File: src/hdl/spq_pkg.sv
// ----------------------------------------------------------------------------
// spq_pkg: shared types of the sorted priority queue
// Opcodes, status codes, cell commands and controller states.
// ----------------------------------------------------------------------------
package spq_pkg;

	// Operation carried by a request word
	typedef enum logic [1:0] {
		OP_INSERT   = 2'd0,
		OP_POP_HIGH = 2'd1,
		OP_POP_LOW  = 2'd2,
		OP_REMOVE   = 2'd3
	} op_t;

	// Status returned in every response word
	typedef enum logic [1:0] {
		STAT_OK        = 2'd0,
		STAT_EMPTY     = 2'd1,
		STAT_FULL      = 2'd2,
		STAT_NOT_FOUND = 2'd3
	} status_t;

	// Command broadcast to every cell of the chain
	typedef enum logic [1:0] {
		CELL_HOLD   = 2'd0,
		CELL_SHIFT  = 2'd1,
		CELL_INSERT = 2'd2
	} cell_op_t;

	// Controller states
	typedef enum logic {
		S_IDLE = 1'b0,
		S_SCAN = 1'b1
	} fsm_t;

endpackage

File: src/hdl/spq_req_if.sv
// ----------------------------------------------------------------------------
// spq_req_if: request channel of the sorted priority queue
// Valid/ready channel carrying opcode, id and priority of one request word.
// ----------------------------------------------------------------------------
interface spq_req_if #(
	parameter int ID_BITS       = 16,
	parameter int PRIORITY_BITS = 8
);
	logic                     valid;
	logic                     ready;
	logic [1:0]               opcode;
	logic [ID_BITS-1:0]       item_id;
	logic [PRIORITY_BITS-1:0] priority_req;

	modport source (output valid, output opcode, output item_id, output priority_req,
		input ready);
	modport sink (input valid, input opcode, input item_id, input priority_req,
		output ready);
endinterface

File: src/hdl/spq_rsp_if.sv
// ----------------------------------------------------------------------------
// spq_rsp_if: response channel of the sorted priority queue
// Valid/ready channel carrying status, id and priority of one response word.
// ----------------------------------------------------------------------------
interface spq_rsp_if #(
	parameter int ID_BITS       = 16,
	parameter int PRIORITY_BITS = 8
);
	logic                     valid;
	logic                     ready;
	logic [1:0]               status;
	logic [ID_BITS-1:0]       out_id;
	logic [PRIORITY_BITS-1:0] out_priority;

	modport source (output valid, output status, output out_id, output out_priority,
		input ready);
	modport sink (input valid, input status, input out_id, input out_priority,
		output ready);
endinterface

File: src/hdl/spq_cell.sv
// ----------------------------------------------------------------------------
// spq_cell: one slot of the sorted chain
// Holds one entry, compares it with the broadcast priority, and on command
// keeps it, takes its right neighbor, or takes the new entry or its left one.
// ----------------------------------------------------------------------------
module spq_cell import spq_pkg::*; #(
	parameter int ID_BITS       = 16,
	parameter int PRIORITY_BITS = 8
) (
	input  logic                     clk,
	input  logic                     arst_n,
	input  cell_op_t                 op,
	input  logic [ID_BITS-1:0]       new_id,
	input  logic [PRIORITY_BITS-1:0] new_prio,
	input  logic                     left_ge,
	input  logic                     left_valid,
	input  logic [ID_BITS-1:0]       left_id,
	input  logic [PRIORITY_BITS-1:0] left_prio,
	input  logic                     right_valid,
	input  logic [ID_BITS-1:0]       right_id,
	input  logic [PRIORITY_BITS-1:0] right_prio,
	output logic                     valid,
	output logic [ID_BITS-1:0]       id,
	output logic [PRIORITY_BITS-1:0] prio,
	output logic                     ge
);

	logic                     valid_q;
	logic [ID_BITS-1:0]       id_q;
	logic [PRIORITY_BITS-1:0] prio_q;
	logic                     valid_d;
	logic [ID_BITS-1:0]       id_d;
	logic [PRIORITY_BITS-1:0] prio_d;

	// Entry stays ahead of a new one of equal priority
	assign ge = valid_q && (prio_q >= new_prio);

	// Select the next content of the slot
	always_comb begin
		valid_d = valid_q;
		id_d    = id_q;
		prio_d  = prio_q;
		case (op)
			CELL_HOLD: begin
			end
			CELL_SHIFT: begin
				valid_d = right_valid;
				id_d    = right_id;
				prio_d  = right_prio;
			end
			CELL_INSERT: begin
				if (!ge) begin
					if (left_ge) begin
						valid_d = 1'b1;
						id_d    = new_id;
						prio_d  = new_prio;
					end else begin
						valid_d = left_valid;
						id_d    = left_id;
						prio_d  = left_prio;
					end
				end
			end
			default: begin
			end
		endcase
	end

	// Hold the valid flag
	always_ff @(posedge clk or negedge arst_n) begin
		if (!arst_n) begin
			valid_q <= 1'b0;
		end else begin
			valid_q <= valid_d;
		end
	end

	// Hold the entry payload
	always_ff @(posedge clk) begin
		id_q   <= id_d;
		prio_q <= prio_d;
	end

	assign valid = valid_q;
	assign id    = id_q;
	assign prio  = prio_q;

endmodule

File: src/hdl/sorted_priority_queue.sv
// ----------------------------------------------------------------------------
// sorted_priority_queue: priority queue kept sorted in a chain of cells
// Up to DEPTH (id, priority) entries, highest priority at the front, equal
// priorities in arrival order.
//
// Usage:
// - req channel: one word per operation (insert, pop highest, pop lowest,
//   remove by id). rsp channel: exactly one word per request, in order,
//   with status, id and priority of the removed entry (zero when none).
// - Insert and pop highest act in the cycle that accepts them: the whole
//   chain compares against the request in parallel. Their response word is
//   registered into the output buffer, and a new request is taken every
//   cycle while the buffer's second word is free.
// - Pop lowest and remove by id rotate the chain past its front cell, one
//   slot per cycle for a full turn, taking no request until the turn ends.
//   An empty queue answers these without a turn.
// - Reset empties the queue; the block takes requests right after it.
// - A stalled receiver is absorbed by a two-word output buffer; it holds
//   requests off only while the buffer's second word is occupied.
// ----------------------------------------------------------------------------
module sorted_priority_queue import spq_pkg::*; #(
	parameter int DEPTH         = 16,
	parameter int PRIORITY_BITS = 8,
	parameter int ID_BITS       = 16
) (
	input  logic      clk,
	input  logic      arst_n,
	spq_req_if.sink   req,
	spq_rsp_if.source rsp
);

	localparam int CW = $clog2(DEPTH + 1);
	localparam int SW = $clog2(DEPTH);

	// Chain taps
	logic                     cell_v    [DEPTH];
	logic [ID_BITS-1:0]       cell_id   [DEPTH];
	logic [PRIORITY_BITS-1:0] cell_prio [DEPTH];
	logic                     cell_ge   [DEPTH];
	logic                     src_v     [DEPTH];
	logic [ID_BITS-1:0]       src_id    [DEPTH];
	logic [PRIORITY_BITS-1:0] src_prio  [DEPTH];
	cell_op_t                 cell_op;

	// Controller state
	fsm_t                     state_q, state_d;
	logic [SW-1:0]            step_q;
	logic                     found_q;
	logic [CW-1:0]            count_q;
	op_t                      key_op_q;
	logic [ID_BITS-1:0]       key_id_q;
	logic [ID_BITS-1:0]       cap_id_q;
	logic [PRIORITY_BITS-1:0] cap_prio_q;

	// Output buffer
	logic                     main_v_q, skid_v_q;
	status_t                  main_st_q, skid_st_q;
	logic [ID_BITS-1:0]       main_id_q, skid_id_q;
	logic [PRIORITY_BITS-1:0] main_prio_q, skid_prio_q;

	logic                     acc, pop, push, hit, last_step, full, empty, start_scan;
	op_t                      op_in;
	status_t                  res_st;
	logic [ID_BITS-1:0]       res_id;
	logic [PRIORITY_BITS-1:0] res_prio;

	assign op_in     = op_t'(req.opcode);
	assign acc       = req.valid && req.ready;
	assign pop       = rsp.valid && rsp.ready;
	assign full      = (count_q == CW'(DEPTH));
	assign empty     = (count_q == '0);
	assign last_step = (step_q == SW'(DEPTH - 1));

	// Front cell matches the target of the scan
	always_comb begin
		hit = 1'b0;
		if (state_q == S_SCAN && !found_q && cell_v[0]) begin
			if (key_op_q == OP_POP_LOW) begin
				hit = ((CW'(step_q) + CW'(1)) == count_q);
			end else begin
				hit = (cell_id[0] == key_id_q);
			end
		end
	end

	// Build the chain
	for (genvar i = 0; i < DEPTH; i++) begin : g_cell
		if (i == DEPTH - 1) begin : g_tail
			// Close the ring until the target drops out
			assign src_v[i]    = (state_q == S_SCAN) && !found_q && !hit && cell_v[0];
			assign src_id[i]   = cell_id[0];
			assign src_prio[i] = cell_prio[0];
		end else if (i == DEPTH - 2) begin : g_wrap
			// After the drop the ring closes one slot earlier
			assign src_v[i]    = (state_q == S_SCAN && found_q) ? cell_v[0] : cell_v[i+1];
			assign src_id[i]   = (state_q == S_SCAN && found_q) ? cell_id[0] : cell_id[i+1];
			assign src_prio[i] = (state_q == S_SCAN && found_q) ? cell_prio[0]
				: cell_prio[i+1];
		end else begin : g_mid
			assign src_v[i]    = cell_v[i+1];
			assign src_id[i]   = cell_id[i+1];
			assign src_prio[i] = cell_prio[i+1];
		end

		if (i == 0) begin : g_head
			spq_cell #(
				.ID_BITS       (ID_BITS),
				.PRIORITY_BITS (PRIORITY_BITS)
			) u_cell (
				.clk         (clk),
				.arst_n      (arst_n),
				.op          (cell_op),
				.new_id      (req.item_id),
				.new_prio    (req.priority_req),
				.left_ge     (1'b1),
				.left_valid  (1'b1),
				.left_id     (req.item_id),
				.left_prio   (req.priority_req),
				.right_valid (src_v[i]),
				.right_id    (src_id[i]),
				.right_prio  (src_prio[i]),
				.valid       (cell_v[i]),
				.id          (cell_id[i]),
				.prio        (cell_prio[i]),
				.ge          (cell_ge[i])
			);
		end else begin : g_body
			spq_cell #(
				.ID_BITS       (ID_BITS),
				.PRIORITY_BITS (PRIORITY_BITS)
			) u_cell (
				.clk         (clk),
				.arst_n      (arst_n),
				.op          (cell_op),
				.new_id      (req.item_id),
				.new_prio    (req.priority_req),
				.left_ge     (cell_ge[i-1]),
				.left_valid  (cell_v[i-1]),
				.left_id     (cell_id[i-1]),
				.left_prio   (cell_prio[i-1]),
				.right_valid (src_v[i]),
				.right_id    (src_id[i]),
				.right_prio  (src_prio[i]),
				.valid       (cell_v[i]),
				.id          (cell_id[i]),
				.prio        (cell_prio[i]),
				.ge          (cell_ge[i])
			);
		end
	end

	// Next state, chain command and response word
	always_comb begin
		state_d    = state_q;
		cell_op    = CELL_HOLD;
		push       = 1'b0;
		start_scan = 1'b0;
		res_st     = STAT_OK;
		res_id     = '0;
		res_prio   = '0;
		case (state_q)
			S_IDLE: begin
				if (acc) begin
					case (op_in)
						OP_INSERT: begin
							push = 1'b1;
							if (full) begin
								res_st = STAT_FULL;
							end else begin
								cell_op = CELL_INSERT;
							end
						end
						OP_POP_HIGH: begin
							push = 1'b1;
							if (empty) begin
								res_st = STAT_EMPTY;
							end else begin
								cell_op  = CELL_SHIFT;
								res_id   = cell_id[0];
								res_prio = cell_prio[0];
							end
						end
						default: begin
							if (empty) begin
								push   = 1'b1;
								res_st = STAT_EMPTY;
							end else begin
								start_scan = 1'b1;
								state_d    = S_SCAN;
							end
						end
					endcase
				end
			end
			S_SCAN: begin
				cell_op = CELL_SHIFT;
				if (last_step) begin
					push    = 1'b1;
					state_d = S_IDLE;
					if (found_q) begin
						res_id   = cap_id_q;
						res_prio = cap_prio_q;
					end else if (hit) begin
						res_id   = cell_id[0];
						res_prio = cell_prio[0];
					end else begin
						res_st = STAT_NOT_FOUND;
					end
				end
			end
			default: begin
				state_d = S_IDLE;
			end
		endcase
	end

	// Hold state, scan position and entry count
	always_ff @(posedge clk or negedge arst_n) begin
		if (!arst_n) begin
			state_q  <= S_IDLE;
			step_q   <= '0;
			found_q  <= 1'b0;
			count_q  <= '0;
			key_op_q <= OP_INSERT;
		end else begin
			state_q <= state_d;
			if (start_scan) begin
				step_q   <= '0;
				found_q  <= 1'b0;
				key_op_q <= op_in;
			end else if (state_q == S_SCAN) begin
				step_q <= step_q + SW'(1);
				if (hit) begin
					found_q <= 1'b1;
				end
			end
			if (cell_op == CELL_INSERT) begin
				count_q <= count_q + CW'(1);
			end else if ((state_q == S_IDLE && cell_op == CELL_SHIFT) || hit) begin
				count_q <= count_q - CW'(1);
			end
		end
	end

	// Latch the search key and capture the dropped entry
	always_ff @(posedge clk) begin
		if (start_scan) begin
			key_id_q <= req.item_id;
		end
		if (hit) begin
			cap_id_q   <= cell_id[0];
			cap_prio_q <= cell_prio[0];
		end
	end

	// Advance the output buffer flags
	always_ff @(posedge clk or negedge arst_n) begin
		if (!arst_n) begin
			main_v_q <= 1'b0;
			skid_v_q <= 1'b0;
		end else begin
			if (pop) begin
				if (push) begin
					main_v_q <= 1'b1;
				end else if (skid_v_q) begin
					skid_v_q <= 1'b0;
				end else begin
					main_v_q <= 1'b0;
				end
			end else if (push) begin
				if (main_v_q) begin
					skid_v_q <= 1'b1;
				end else begin
					main_v_q <= 1'b1;
				end
			end
		end
	end

	// Move response words through the buffer
	always_ff @(posedge clk) begin
		if (pop) begin
			if (push) begin
				main_st_q   <= res_st;
				main_id_q   <= res_id;
				main_prio_q <= res_prio;
			end else if (skid_v_q) begin
				main_st_q   <= skid_st_q;
				main_id_q   <= skid_id_q;
				main_prio_q <= skid_prio_q;
			end
		end else if (push) begin
			if (main_v_q) begin
				skid_st_q   <= res_st;
				skid_id_q   <= res_id;
				skid_prio_q <= res_prio;
			end else begin
				main_st_q   <= res_st;
				main_id_q   <= res_id;
				main_prio_q <= res_prio;
			end
		end
	end

	assign req.ready        = (state_q == S_IDLE) && !skid_v_q;
	assign rsp.valid        = main_v_q;
	assign rsp.status       = main_st_q;
	assign rsp.out_id       = main_id_q;
	assign rsp.out_priority = main_prio_q;

endmodule

File: src/flat_wrapper.sv
// flat-port wrapper written by rule: the top's interface ports become plain ports
module sorted_priority_queue_flat import spq_pkg::*;
#(
	parameter int DEPTH         = 16,
	parameter int PRIORITY_BITS = 8,
	parameter int ID_BITS       = 16
)
  (clk, arst_n, req_valid, req_opcode, req_item_id, req_priority_req, req_ready, rsp_valid, rsp_status, rsp_out_id, rsp_out_priority, rsp_ready);
  spq_req_if #(.ID_BITS(ID_BITS), .PRIORITY_BITS(PRIORITY_BITS)) req_i ();
  spq_rsp_if #(.ID_BITS(ID_BITS), .PRIORITY_BITS(PRIORITY_BITS)) rsp_i ();
  input  logic clk;
  input  logic arst_n;
  input wire logic [$bits(req_i.valid)-1:0] req_valid;
  input wire logic [$bits(req_i.opcode)-1:0] req_opcode;
  input wire logic [$bits(req_i.item_id)-1:0] req_item_id;
  input wire logic [$bits(req_i.priority_req)-1:0] req_priority_req;
  output wire logic [$bits(req_i.ready)-1:0] req_ready;
  output wire logic [$bits(rsp_i.valid)-1:0] rsp_valid;
  output wire logic [$bits(rsp_i.status)-1:0] rsp_status;
  output wire logic [$bits(rsp_i.out_id)-1:0] rsp_out_id;
  output wire logic [$bits(rsp_i.out_priority)-1:0] rsp_out_priority;
  input wire logic [$bits(rsp_i.ready)-1:0] rsp_ready;
  assign req_i.valid = req_valid;
  assign req_i.opcode = req_opcode;
  assign req_i.item_id = req_item_id;
  assign req_i.priority_req = req_priority_req;
  assign req_ready = req_i.ready;
  assign rsp_valid = rsp_i.valid;
  assign rsp_status = rsp_i.status;
  assign rsp_out_id = rsp_i.out_id;
  assign rsp_out_priority = rsp_i.out_priority;
  assign rsp_i.ready = rsp_ready;
  sorted_priority_queue #(.DEPTH(DEPTH), .PRIORITY_BITS(PRIORITY_BITS), .ID_BITS(ID_BITS)) u_core (.clk(clk), .arst_n(arst_n), .req(req_i), .rsp(rsp_i));
endmodule
File: config.mk
export PLATFORM = sky130hd
export DESIGN_NAME = sorted_priority_queue_flat
export DESIGN_NICKNAME = d
export VERILOG_FILES = /design/src/hdl/spq_pkg.sv /design/src/hdl/spq_req_if.sv /design/src/hdl/spq_rsp_if.sv /design/src/hdl/spq_cell.sv /design/src/hdl/sorted_priority_queue.sv /design/src/flat_wrapper.sv
export SDC_FILE = /design/constraint.sdc
export NUM_CORES = 1
export LEC_CHECK = 0
export ABC_AREA = 1
export BUFFER_PORTS_ARGS = -buffer_cell sky130_fd_sc_hd__clkbuf_2
export CORE_UTILIZATION = 45
export CTS_CLUSTER_DIAMETER = 150
export CTS_CLUSTER_SIZE = 16
export DETAILED_ROUTE_END_ITERATION = 10
export GPL_ROUTABILITY_DRIVEN = 0
export SYNTH_ARGS = -nofsm -noshare
export SYNTH_HDL_FRONTEND = slang
export SYNTH_SLANG_ARGS = --single-unit
File: constraint.sdc
create_clock -name clk -period 2.7 [get_ports clk]
set_clock_uncertainty 0.1 [all_clocks]
set_input_delay 0.405 -clock clk [delete_from_list [all_inputs] [get_ports clk]]
set_output_delay 0.405 -clock clk [all_outputs]
set_load 0.03 [all_outputs]
Word level (Yosys, flattened, before mapping):

Index checks and enable logic that the tools add are counted.

* register bits: 507
* bits in latches: 0
* RAM bits: 0
* ROM bits: 0
* input bits: 30
* output and inout port bits: 28
* word-level logic and storage cells: 387
* memories: 0

* add/sub/neg operators: 4
* multipliers: 0
* divide/modulo/power cells: 0
* magnitude comparators: 16
* equality and inequality tests: 27
* shift operators: 0
* mux-type cells: 214
* bitwise operators: 2
* reduce and logical (&&, ||, !) cells: 60

Operators by type and width (count)
* 2-to-1 mux 16 bit: 43
* one-hot mux 16 bit (2 select lines): 17
* 2-to-1 mux 8 bit: 43
* one-hot mux 8 bit (2 select lines): 17
* greater-or-equal comparator 8 bit: 16
* 2-to-1 mux 1 bit: 56
* inequality test 2 bit (second input constant): 19
* one-hot mux 1 bit (2 select lines): 18
* AND reduction 2 bit: 18
* 2-to-1 mux 2 bit: 13
* logical AND 1 bit: 25
* equality test 16 bit: 1
* nonzero test 2 bit: 7
* one-hot mux 2 bit (2 select lines): 3
* 2-to-1 mux 5 bit: 2
* AND reduction 3 bit: 3
* 2-to-1 mux 4 bit: 2
* adder 4 x 1 -> 5 bit (second input constant): 1
* adder 5 x 1 -> 5 bit (second input constant): 1
* equality test 5 bit: 1
* equality test 5 bit (second input constant): 1
* zero test 5 bit: 1
* subtractor 5 x 1 -> 5 bit (second input constant): 1
* adder 4 x 1 -> 4 bit (second input constant): 1
* other kinds (8): 13

Logic depth before layout (Yosys ltp):

Gate-level depths: netlist of the first run.

* word-level depth: 11
* gate-level depth with buffers: 15
* depth with buffers taken out: 13

Cells and area by module:

Synthesis of the first run repeated with hierarchy kept, for this count alone.

* cells, all modules: 3474
* area total of the unflattened synthesis: 29783.6 µm²

Modules (own cells, without submodules)
* spq_cell at u_core.g_cell[14].g_body.u_cell ...: times used 11, cells an instance 180, area each 1514.0 µm², seq. area each 745.7 µm²
* spq_cell at u_core.g_cell[0].g_head.u_cell ...: times used 5, cells an instance 180, area each 1506.4 µm², seq. area each 745.7 µm²
* sorted_priority_queue: times used 1, cells an instance 594, area each 5597.9 µm², seq. area each 3138.0 µm²

Least setup slack after synthesis of the first run:

No wires, ideal clock.

* path type: input-to-reg
* start point: input port req_priority_req[3]
* end point: register u_core.g_cell[0].g_head.u_cell.id_q[0], enable pin
* setup time: 0.381 ns
* arrival time: 2.367 ns
* required time: 2.219 ns
* path slack: -0.148 ns
* stages: 10
* path buffers: 1
* cell sequence: inv_1 -> ha_1 -> a21oi_1 -> o21ai_0 -> nand2_1 -> o2111ai_1 -> nand2_1 -> nand2_2 -> buf_2 -> nand2_1

* word-level cells in the longest chain between the ends: 4

Ends and longest elaborated chain
* start, declared: RTL line flat_wrapper.sv:16 `input wire logic [$bits(req_i.priority_req)-1:0] req_priority_req;`
* greater-or-equal comparator 8 bit: RTL line spq_cell.sv:36 `assign ge = valid_q && (prio_q >= new_prio);`
* logical AND 1 bit: RTL line spq_cell.sv:36
* inequality test 2 bit (no line)
* AND reduction 2 bit (no line)
* end signal, assigned: RTL line spq_cell.sv:80 `id_q <= id_d;`
* end, declared: RTL line spq_cell.sv:29 `logic [ID_BITS-1:0] id_q;`

Every way passes these cells.
A chain may end at the register's enable or synchronous reset.

Final worst setup path of the first run:

* start point: register u_core.count_q[0]
* end point: register u_core.g_cell[0].g_head.u_cell.id_q[15], data pin

* word-level cells in the longest chain between the ends: 7
* elaborated cells between the ends (all ways): 10
* those cells by class: eq/ne: 3; mux: 6; reduce/logical: 1

Ends and longest elaborated chain
* start, declared: RTL line sorted_priority_queue.sv:49 `logic [CW-1:0] count_q;`
* start signal, assigned: RTL line sorted_priority_queue.sv:238 `count_q <= count_q + CW'(1);`
* start signal, assigned: RTL line sorted_priority_queue.sv:240 `count_q <= count_q - CW'(1);`
* equality test 5 bit or zero test 5 bit (tied branches): RTL line sorted_priority_queue.sv:70, sorted_priority_queue.sv:71
* 2-to-1 mux 2 bit or 2-to-1 mux 1 bit (tied branches): RTL line sorted_priority_queue.sv:167, sorted_priority_queue.sv:175
* one-hot mux 2 bit (2 select lines) *: RTL line sorted_priority_queue.sv:164 `case (op_in)`
* 2-to-1 mux 2 bit *: RTL line sorted_priority_queue.sv:163 `if (acc) begin`
* one-hot mux 2 bit (2 select lines) *: RTL line sorted_priority_queue.sv:161 `case (state_q)`
* equality test 2 bit or equality test 2 x 1 -> 1 bit (tied branches): RTL line spq_cell.sv:43 `case (op)`
* one-hot mux 16 bit (2 select lines) *: RTL line spq_cell.sv:43
* net u_core.g_cell[0].g_head.u_cell.id_d[15]: RTL line spq_cell.sv:32 `logic [ID_BITS-1:0] id_d;`

The timed path passes the listed nets; every way through them passes the cells marked *.

==> flow_summary.json, run 1 <==
{
  "min_period_ns": 2.53,
  "place_hpwl_um": 55600,
  "clkTransAtPathRegs_ns": 0.08,
  "num_vias": 22628,
  "setup_ws_ns": 0.174,
  "p_int_uw": 21200,
  "swShare_pct": 40.3,
  "synth_edf_count": 476,
  "clk_path_buf_depth": 3,
  "cp_data_arrival_time_ns": 2.70,
  "area_growth_pct": 11.7,
  "met1Wirelength_um": 36500,
  "wl_met2_um": 35900,
  "synth-seq-cells": 507,
  "fp.dieArea_mm2": 0.0626,
  "fin_hold_ws_ns": 0.0253,
  "drt-vias-per-instance": 5.48,
  "syn_nets": 3429,
  "grt_overflow": 0,
  "initial_core_util_pct": 45.8,
  "syn_area_per_cell_um2": 8.49,
  "rsz0062_at_grt": "no",
  "clockRootBuffer": "clkbuf_16",
  "worstMarginPinSlew_ns": 0.641,
  "route.met3.wl_um": 6650,
  "grt_usage_pct": 25.7,
  "post_cts_buffers": 0,
  "port_buffers": 57,
  "crit_path_start_kind": "flop",
  "max_freq_mhz": 396,
  "drive_above_1_share_pct": 7.74,
  "netlist_area_mm2": 0.0277,
  "period_share_pct": 93.6,
  "max_cap_viol_count": 0,
  "synthArstFlopShare_pct": 6.11,
  "row_count": 90,
  "path_class": "flop to flop",
  "p_leak_uw": 0.0163,
  "critPathMaxFanout": 41,
  "tns_ns": 0,
  "grt_pass1_wl_um": 125000,
  "dr.pass1.iters": 6,
  "hold_violations": 0,
  "pin_count": 58,
  "cts_tree": "built",
  "switchingPower_uw": 14400,
  "postRouteWirelength_um": 81100,
  "diodes": 0,
  "hold_path_class": "primary input to flop",
  "place_ws_ns": 0.0475,
  "die_height_um": 250,
  "dieWidth_um": 250,
  "min_path_cells": 3,
  "fillers": 5579,
  "p_clk_share_pct": 14.8,
  "setup_viol": 0,
  "yosys-top-cells-area": "edfxtp_1 (52%), nand2_1 (21%), ha_1 (6.0%)",
  "powerDensity_mw_per_mm2": 1150,
  "core_mm2": 0.0606,
  "slew_viol_final": 0,
  "ys_seq_area_share_pct": 54.3,
  "grt_max_degree": 96,
  "layout.nets": 3501,
  "insertion_delay_ns": 0.58,
  "grt_pass1_vias": 21368,
  "ys_types": 34,
  "yosysTopAreaCell": "edfxtp_1",
  "ant_nets": 0,
  "h-tree-depth": 2,
  "wire_per_inst_um": 19.6,
  "yosysTopAreaCellShare_pct": 51.5,
  "postSynthCellCount": 3266,
  "yosysWarnings": 0,
  "end_kind": "flop",
  "maxSlewHeadroom_pct": 57.2,
  "drc": 0,
  "rr_worst_depth": 7,
  "drtIter0Drc": 2587,
  "antenna_found_initial": 0,
  "p_seq_share_pct": 45.8,
  "power.total_uw": 35600,
  "power_frac_comb_pct": 39.4,
  "cts.sinks": 507,
  "status": "finished, final reports clean",
  "cp.required_ns": 2.88,
  "top_layer": "met4",
  "numCtsBuffers": 37,
  "vdd_ir_drop_max_uv": 459,
  "synth_ff_type": "edfxtp_1"
}
==> worst paths after layout <==
| path | start | endpoint | slack, ns |
|---|---|---|---|
| hold / removal | req_opcode[0] | u_core.key_op_q[0] | 0.03 |
| hold reg to reg | u_core.key_op_q[1] | u_core.key_op_q[1] | 0.36 |
| max in group asynchronous | arst_n | u_core.g_cell[8].g_body.u_cell.valid | 1.76 |
| setup reg to reg | u_core.count_q[0] | u_core.g_cell[0].g_head.u_cell.id[15] | 0.17 |
| min in group asynchronous | arst_n | u_core.count_q[1] | 0.33 |
| setup / recovery | u_core.count_q[0] | u_core.g_cell[0].g_head.u_cell.id[15] | 0.17 |
==> state kept, by name, summed over array words and instances (netlist names), 4 cells and up <==
| register | count |
|---|---|
| u_core.g_cell.g_body.u_cell.id | 240 |
| u_core.g_cell.g_body.u_cell.prio | 120 |
| u_core.cap_id_q | 16 |
| u_core.g_cell.g_head.u_cell.id | 16 |
| u_core.key_id_q | 16 |
| u_core.rsp.out_id | 16 |
| u_core.skid_id_q | 16 |
| u_core.g_cell.g_body.u_cell.valid | 15 |
| u_core.cap_prio_q | 8 |
| u_core.g_cell.g_head.u_cell.prio | 8 |
| u_core.rsp.out_priority | 8 |
| u_core.skid_prio_q | 8 |
| u_core.count_q | 5 |
| u_core.step_q | 4 |
==> kinds of logic (layout without fill, tap and decap cells) <==
kind of cell               count (synthesis)  after routing  synth area share [%]
buffers and inverters                    434            516                  6.37
xor gates and xnor gates                  10             10                 0.316
AOI/OAI and AO/OA                        483            483                  9.10
and+or+nand+nor                         1698           1698                  23.8
adders and majority gates                133            133                  6.03
muxes                                      1              1                0.0361
DFF                                      507            507                  54.3
==> layer usage <==
metal	up-vias	GRT usage [%]
li1	10835	-
met1	10689	37.9
met2	987	39.6
met3	117	3.07
met4	0	7.89
met5	-	0
==> placed cells by master (no fill, tap or decap), types with 56 or more instances in the layout <==
cell type  instances
clkbuf_2          57
nor2_1            60
o21ai_0           87
o21ai_1          305
edfxtp_1         476
a21oi_1           56
inv_1            280
buf_4             57
ha_1             132
nand2_1         1520
==> worst max-delay path, stage by stage (launching register included) <==
cell	delay, ns
dfrtp_1	0.46
inv_2	0.10
nand4_1	0.12
nor2_1	0.35
nor2_8	0.09
buf_12	0.20
nand2_1	0.50
o21ai_0	0.26
==> through the flow <==
| step | utilization (%) | cell area (µm²) | cells |
|---|---|---|---|
| after CTS | 51.1 | 31000 | 4130 |
| after detailed placement | 49.2 | 29800 | 4065 |
| after global routing | 51.1 | 31000 | 4130 |
| final | 51.1 | 31000 | 4130 |
| after global placement | 49.2 | 29800 | 4065 |
| after floorplan | - | 27800 | 3266 |
==> power groups by stage <==
stage	Clock (µW)	Sequential [µW]	Combinational, µW
floorplan	0	15600	8970
global placement	0	16200	13500
detailed placement	0	16300	13800
CTS	5370	16200	13900
global route	5610	16600	15700
finish	5260	16300	14000
==> layout make-up <==
cell class	count	area [µm²]	share of cell area, %
repair buffers	183	1930	6.24
inverters	284	1070	3.46
multi-input cells	2325	10900	35.3
flip-flops and latches	507	15100	48.6
well taps	782	978	3.16
clock inverters	3	25.0	0.0808
clock buffers	46	960	3.10
==> synthesized netlist by cell type, types with 2 or more instances <==
master	instances
nor3_1	2
xor2_1	9
o2111ai_1	16
inv_1	280
ha_1	132
buf_4	3
nor2_1	61
a31oi_1	2
nand4_1	22
clkbuf_1	67
nand2_1	1528
nand3_1	47
a21oi_1	56
buf_6	4
dfrtp_1	31
inv_2	4
edfxtp_1	476
o21ai_0	88
o21ai_1	304
a21boi_1	5
buf_2	76
o21bai_1	8
nand2_2	32
or2_2	2
a21boi_0	2
==> what timing repair did <==
item | 4_1_cts | 5_1_grt
hold buffers | 16 | 0
endpoints found under the hold margin | 46 | 0
gates resized for setup | 0 | 3
setup endpoints to repair | 0 | 26
Note: power is estimated with default switching activity, not from simulation.
==> run 2, diff against run 1 <==
PLACE_DENSITY_LB_ADDON = 0.25   (was not set)
SYNTH_HIERARCHICAL = 1   (was not set)
==> run 2 against run 1 <==
Maximum frequency shrank 0.41%. Critical path depth grew 4. Sequential power grew 6%. Register-to-register slack is essentially flat. Non-clock buffer count shrank 16. Design area grew 4.9%. Critical endpoint is now u_core/g_cell[14].g_body.u_cell/prio[3].
==> flow_summary.json, run 2 <==
{
  "ant_nets": 0,
  "dr.pass1.iters": 6,
  "insertion_delay_ns": 0.59,
  "vdd_ir_drop_max_uv": 462,
  "clockRootBuffer": "clkbuf_16",
  "min_to": "u_core/skid_v_q",
  "busiest_layer": "met1",
  "numCtsBuffers": 37,
  "wire_per_inst_um": 19.0,
  "syn_area_per_cell_um2": 8.57,
  "ff2ff_setup_slack_ns": 0.16,
  "final_cell_mix": "nand2_1 (1139), edfxtp_1 (476), nor2_1 (435)",
  "cts_tree": "built",
  "slew_viol_final": 0,
  "grt_usage_pct": 24.6,
  "yosysWarnings": 6,
  "grt_max_degree": 50,
  "path_cells": "inv_1 -> nand4_1 -> nor2_1 -> inv_1 -> nand4_1 -> nand2_4 -> buf_12 -> nor2_4 -> buf_4 -> nor2_1 -> a31oi_1",
  "hold_violations": 0,
  "p_leak_uw": 0.0141,
  "path_class": "flop to flop",
  "dieWidth_um": 259,
  "pin_count": 58,
  "area_growth_pct": 9.14,
  "tns_ns": 0,
  "drc": 0,
  "maxSlewHeadroom_pct": 49.1,
  "cp_slowest_cell": "dfrtp_1",
  "drive_above_1_share_pct": 12.6,
  "worstMarginPinSlew_ns": 0.763,
  "netlist_area_mm2": 0.0298,
  "r2r-end": "u_core/g_cell[14].g_body.u_cell/prio[3]",
  "clk_path_buf_depth": 3,
  "clkTransAtPathRegs_ns": 0.08,
  "cts.sinks": 507,
  "powerDensity_mw_per_mm2": 1100,
  "grt.met3_usage_pct": 3.01,
  "min_path_cells": 4,
  "postRouteWirelength_um": 83400,
  "end_kind": "flop",
  "grt_pass1_vias": 21809,
  "largest_reg_flops": 240,
  "fp.dieArea_mm2": 0.0672,
  "r2r_start": "u_core/count_q[3]",
  "met2_usage_pct": 36.1,
  "layout.nets": 3663,
  "diodes": 0,
  "slowest_delay_ns": 0.41,
  "rr_worst_depth": 11,
  "place_hpwl_um": 58300,
  "min_from": "rsp_ready",
  "setup_ws_ns": 0.163,
  "h-tree-depth": 2,
  "cp_data_arrival_time_ns": 2.86,
  "final_common_cell": "nand2_1",
  "grt_pass1_wl_um": 129000,
  "num_vias": 24280,
  "antenna_found_initial": 0,
  "cp.required_ns": 3.02,
  "critPathMaxFanout": 30,
  "crit_start": "u_core/count_q[3]",
  "fin_util_pct": 50.1,
  "setup_viol": 0,
  "max_freq_mhz": 394,
  "grtUsageMet1_pct": 37.4,
  "status": "finished, final reports clean",
  "row_count": 93,
  "p_clk_share_pct": 15.3,
  "hold_path_class": "primary input to flop",
  "drt-vias-per-instance": 5.54,
  "drtIter0Drc": 2955,
  "die_height_um": 259,
  "port_buffers": 57,
  "core_mm2": 0.0649,
  "power_frac_comb_pct": 36.7,
  "critical-path-top-delay-family": "simple AND/OR/NAND/NOR gates",
  "critPathBufInv": 4,
  "switchingPower_uw": 14400,
  "max_cap_viol_count": 0,
  "postSynthCellCount": 3473,
  "grt_overflow": 0,
  "place_ws_ns": 0.0837,
  "rsz0062_at_grt": "no",
  "min_period_ns": 2.54,
  "initial_core_util_pct": 45.9,
  "period_share_pct": 94.0,
  "swShare_pct": 40.3,
  "p_seq_share_pct": 48.0,
  "p_int_uw": 21300,
  "crit_path_start_kind": "flop"
}
run 2: what timing repair did:
item                                    CTS  global route
setup buffers                             0             0
endpoints found under the setup margin    0           242
hold buffers                              2             0
endpoints found under the hold margin    32             0
gates resized for setup                   0             4
run 2: worst max path at each step:
stage	cells past startpoint	slack [ns]	endpoint
detailed placement	10	0.08	u_core/g_cell[10].g_body.u_cell/id[8]
global route	10	0.006	u_core/count_q[4]
global placement	10	0.10	u_core/g_cell[0].g_head.u_cell/id[13]
floorplan	10	0.006	u_core/g_cell[0].g_head.u_cell/id[0]
finish	11	0.16	u_core/g_cell[14].g_body.u_cell/prio[3]
CTS	10	0.03	u_core/g_cell[10].g_body.u_cell/id[8]
run 2: area by class of cell:
| cell class | count | area, µm² |
|---|---|---|
| inverter | 288 | 1090 |
| fill | 6191 | 32400 |
| clock inverter | 4 | 48.8 |
| timing repair buffer | 167 | 1440 |
| clock buffer | 62 | 1020 |
| sequential | 507 | 15100 |
| multi-input combinational | 2499 | 12800 |
| tap | 855 | 1070 |
run 2: metrics by stage:
stage                     instance area, µm²  std cells  total power, µW  hold slack (ns)
after floorplan                        29900       3474            25100          0.00941
after global placement                 31400       4314            29900            0.334
after detailed placement               31400       4314            30100            0.342
after CTS                              32500       4382            35600           0.0362
after global routing                   32500       4382            38000            0.114
final                                  32500       4382            35700           0.0575
run 2: worst min-delay path, stage by stage:
cell	delay, ns
clkbuf_2	0.09
nor2_1	0.05
nand2_1	0.07
o21ai_0	0.08
run 2: power groups by stage:
stage	Clock [µW]	Sequential, µW	Combinational (µW)
floorplan	0	15700	9450
global placement	0	17200	12600
CTS	5570	17100	13000
global route	5810	17500	14700
finish	5470	17200	13100
detailed placement	0	17200	12900
run 2: metal layers:
metal  up-vias  part of all wire (%)
li1      11786                     -
met1     11321                    47
met2      1065                    42
met3       108                   8.4
met4         0                   3.1
met5         -                     0
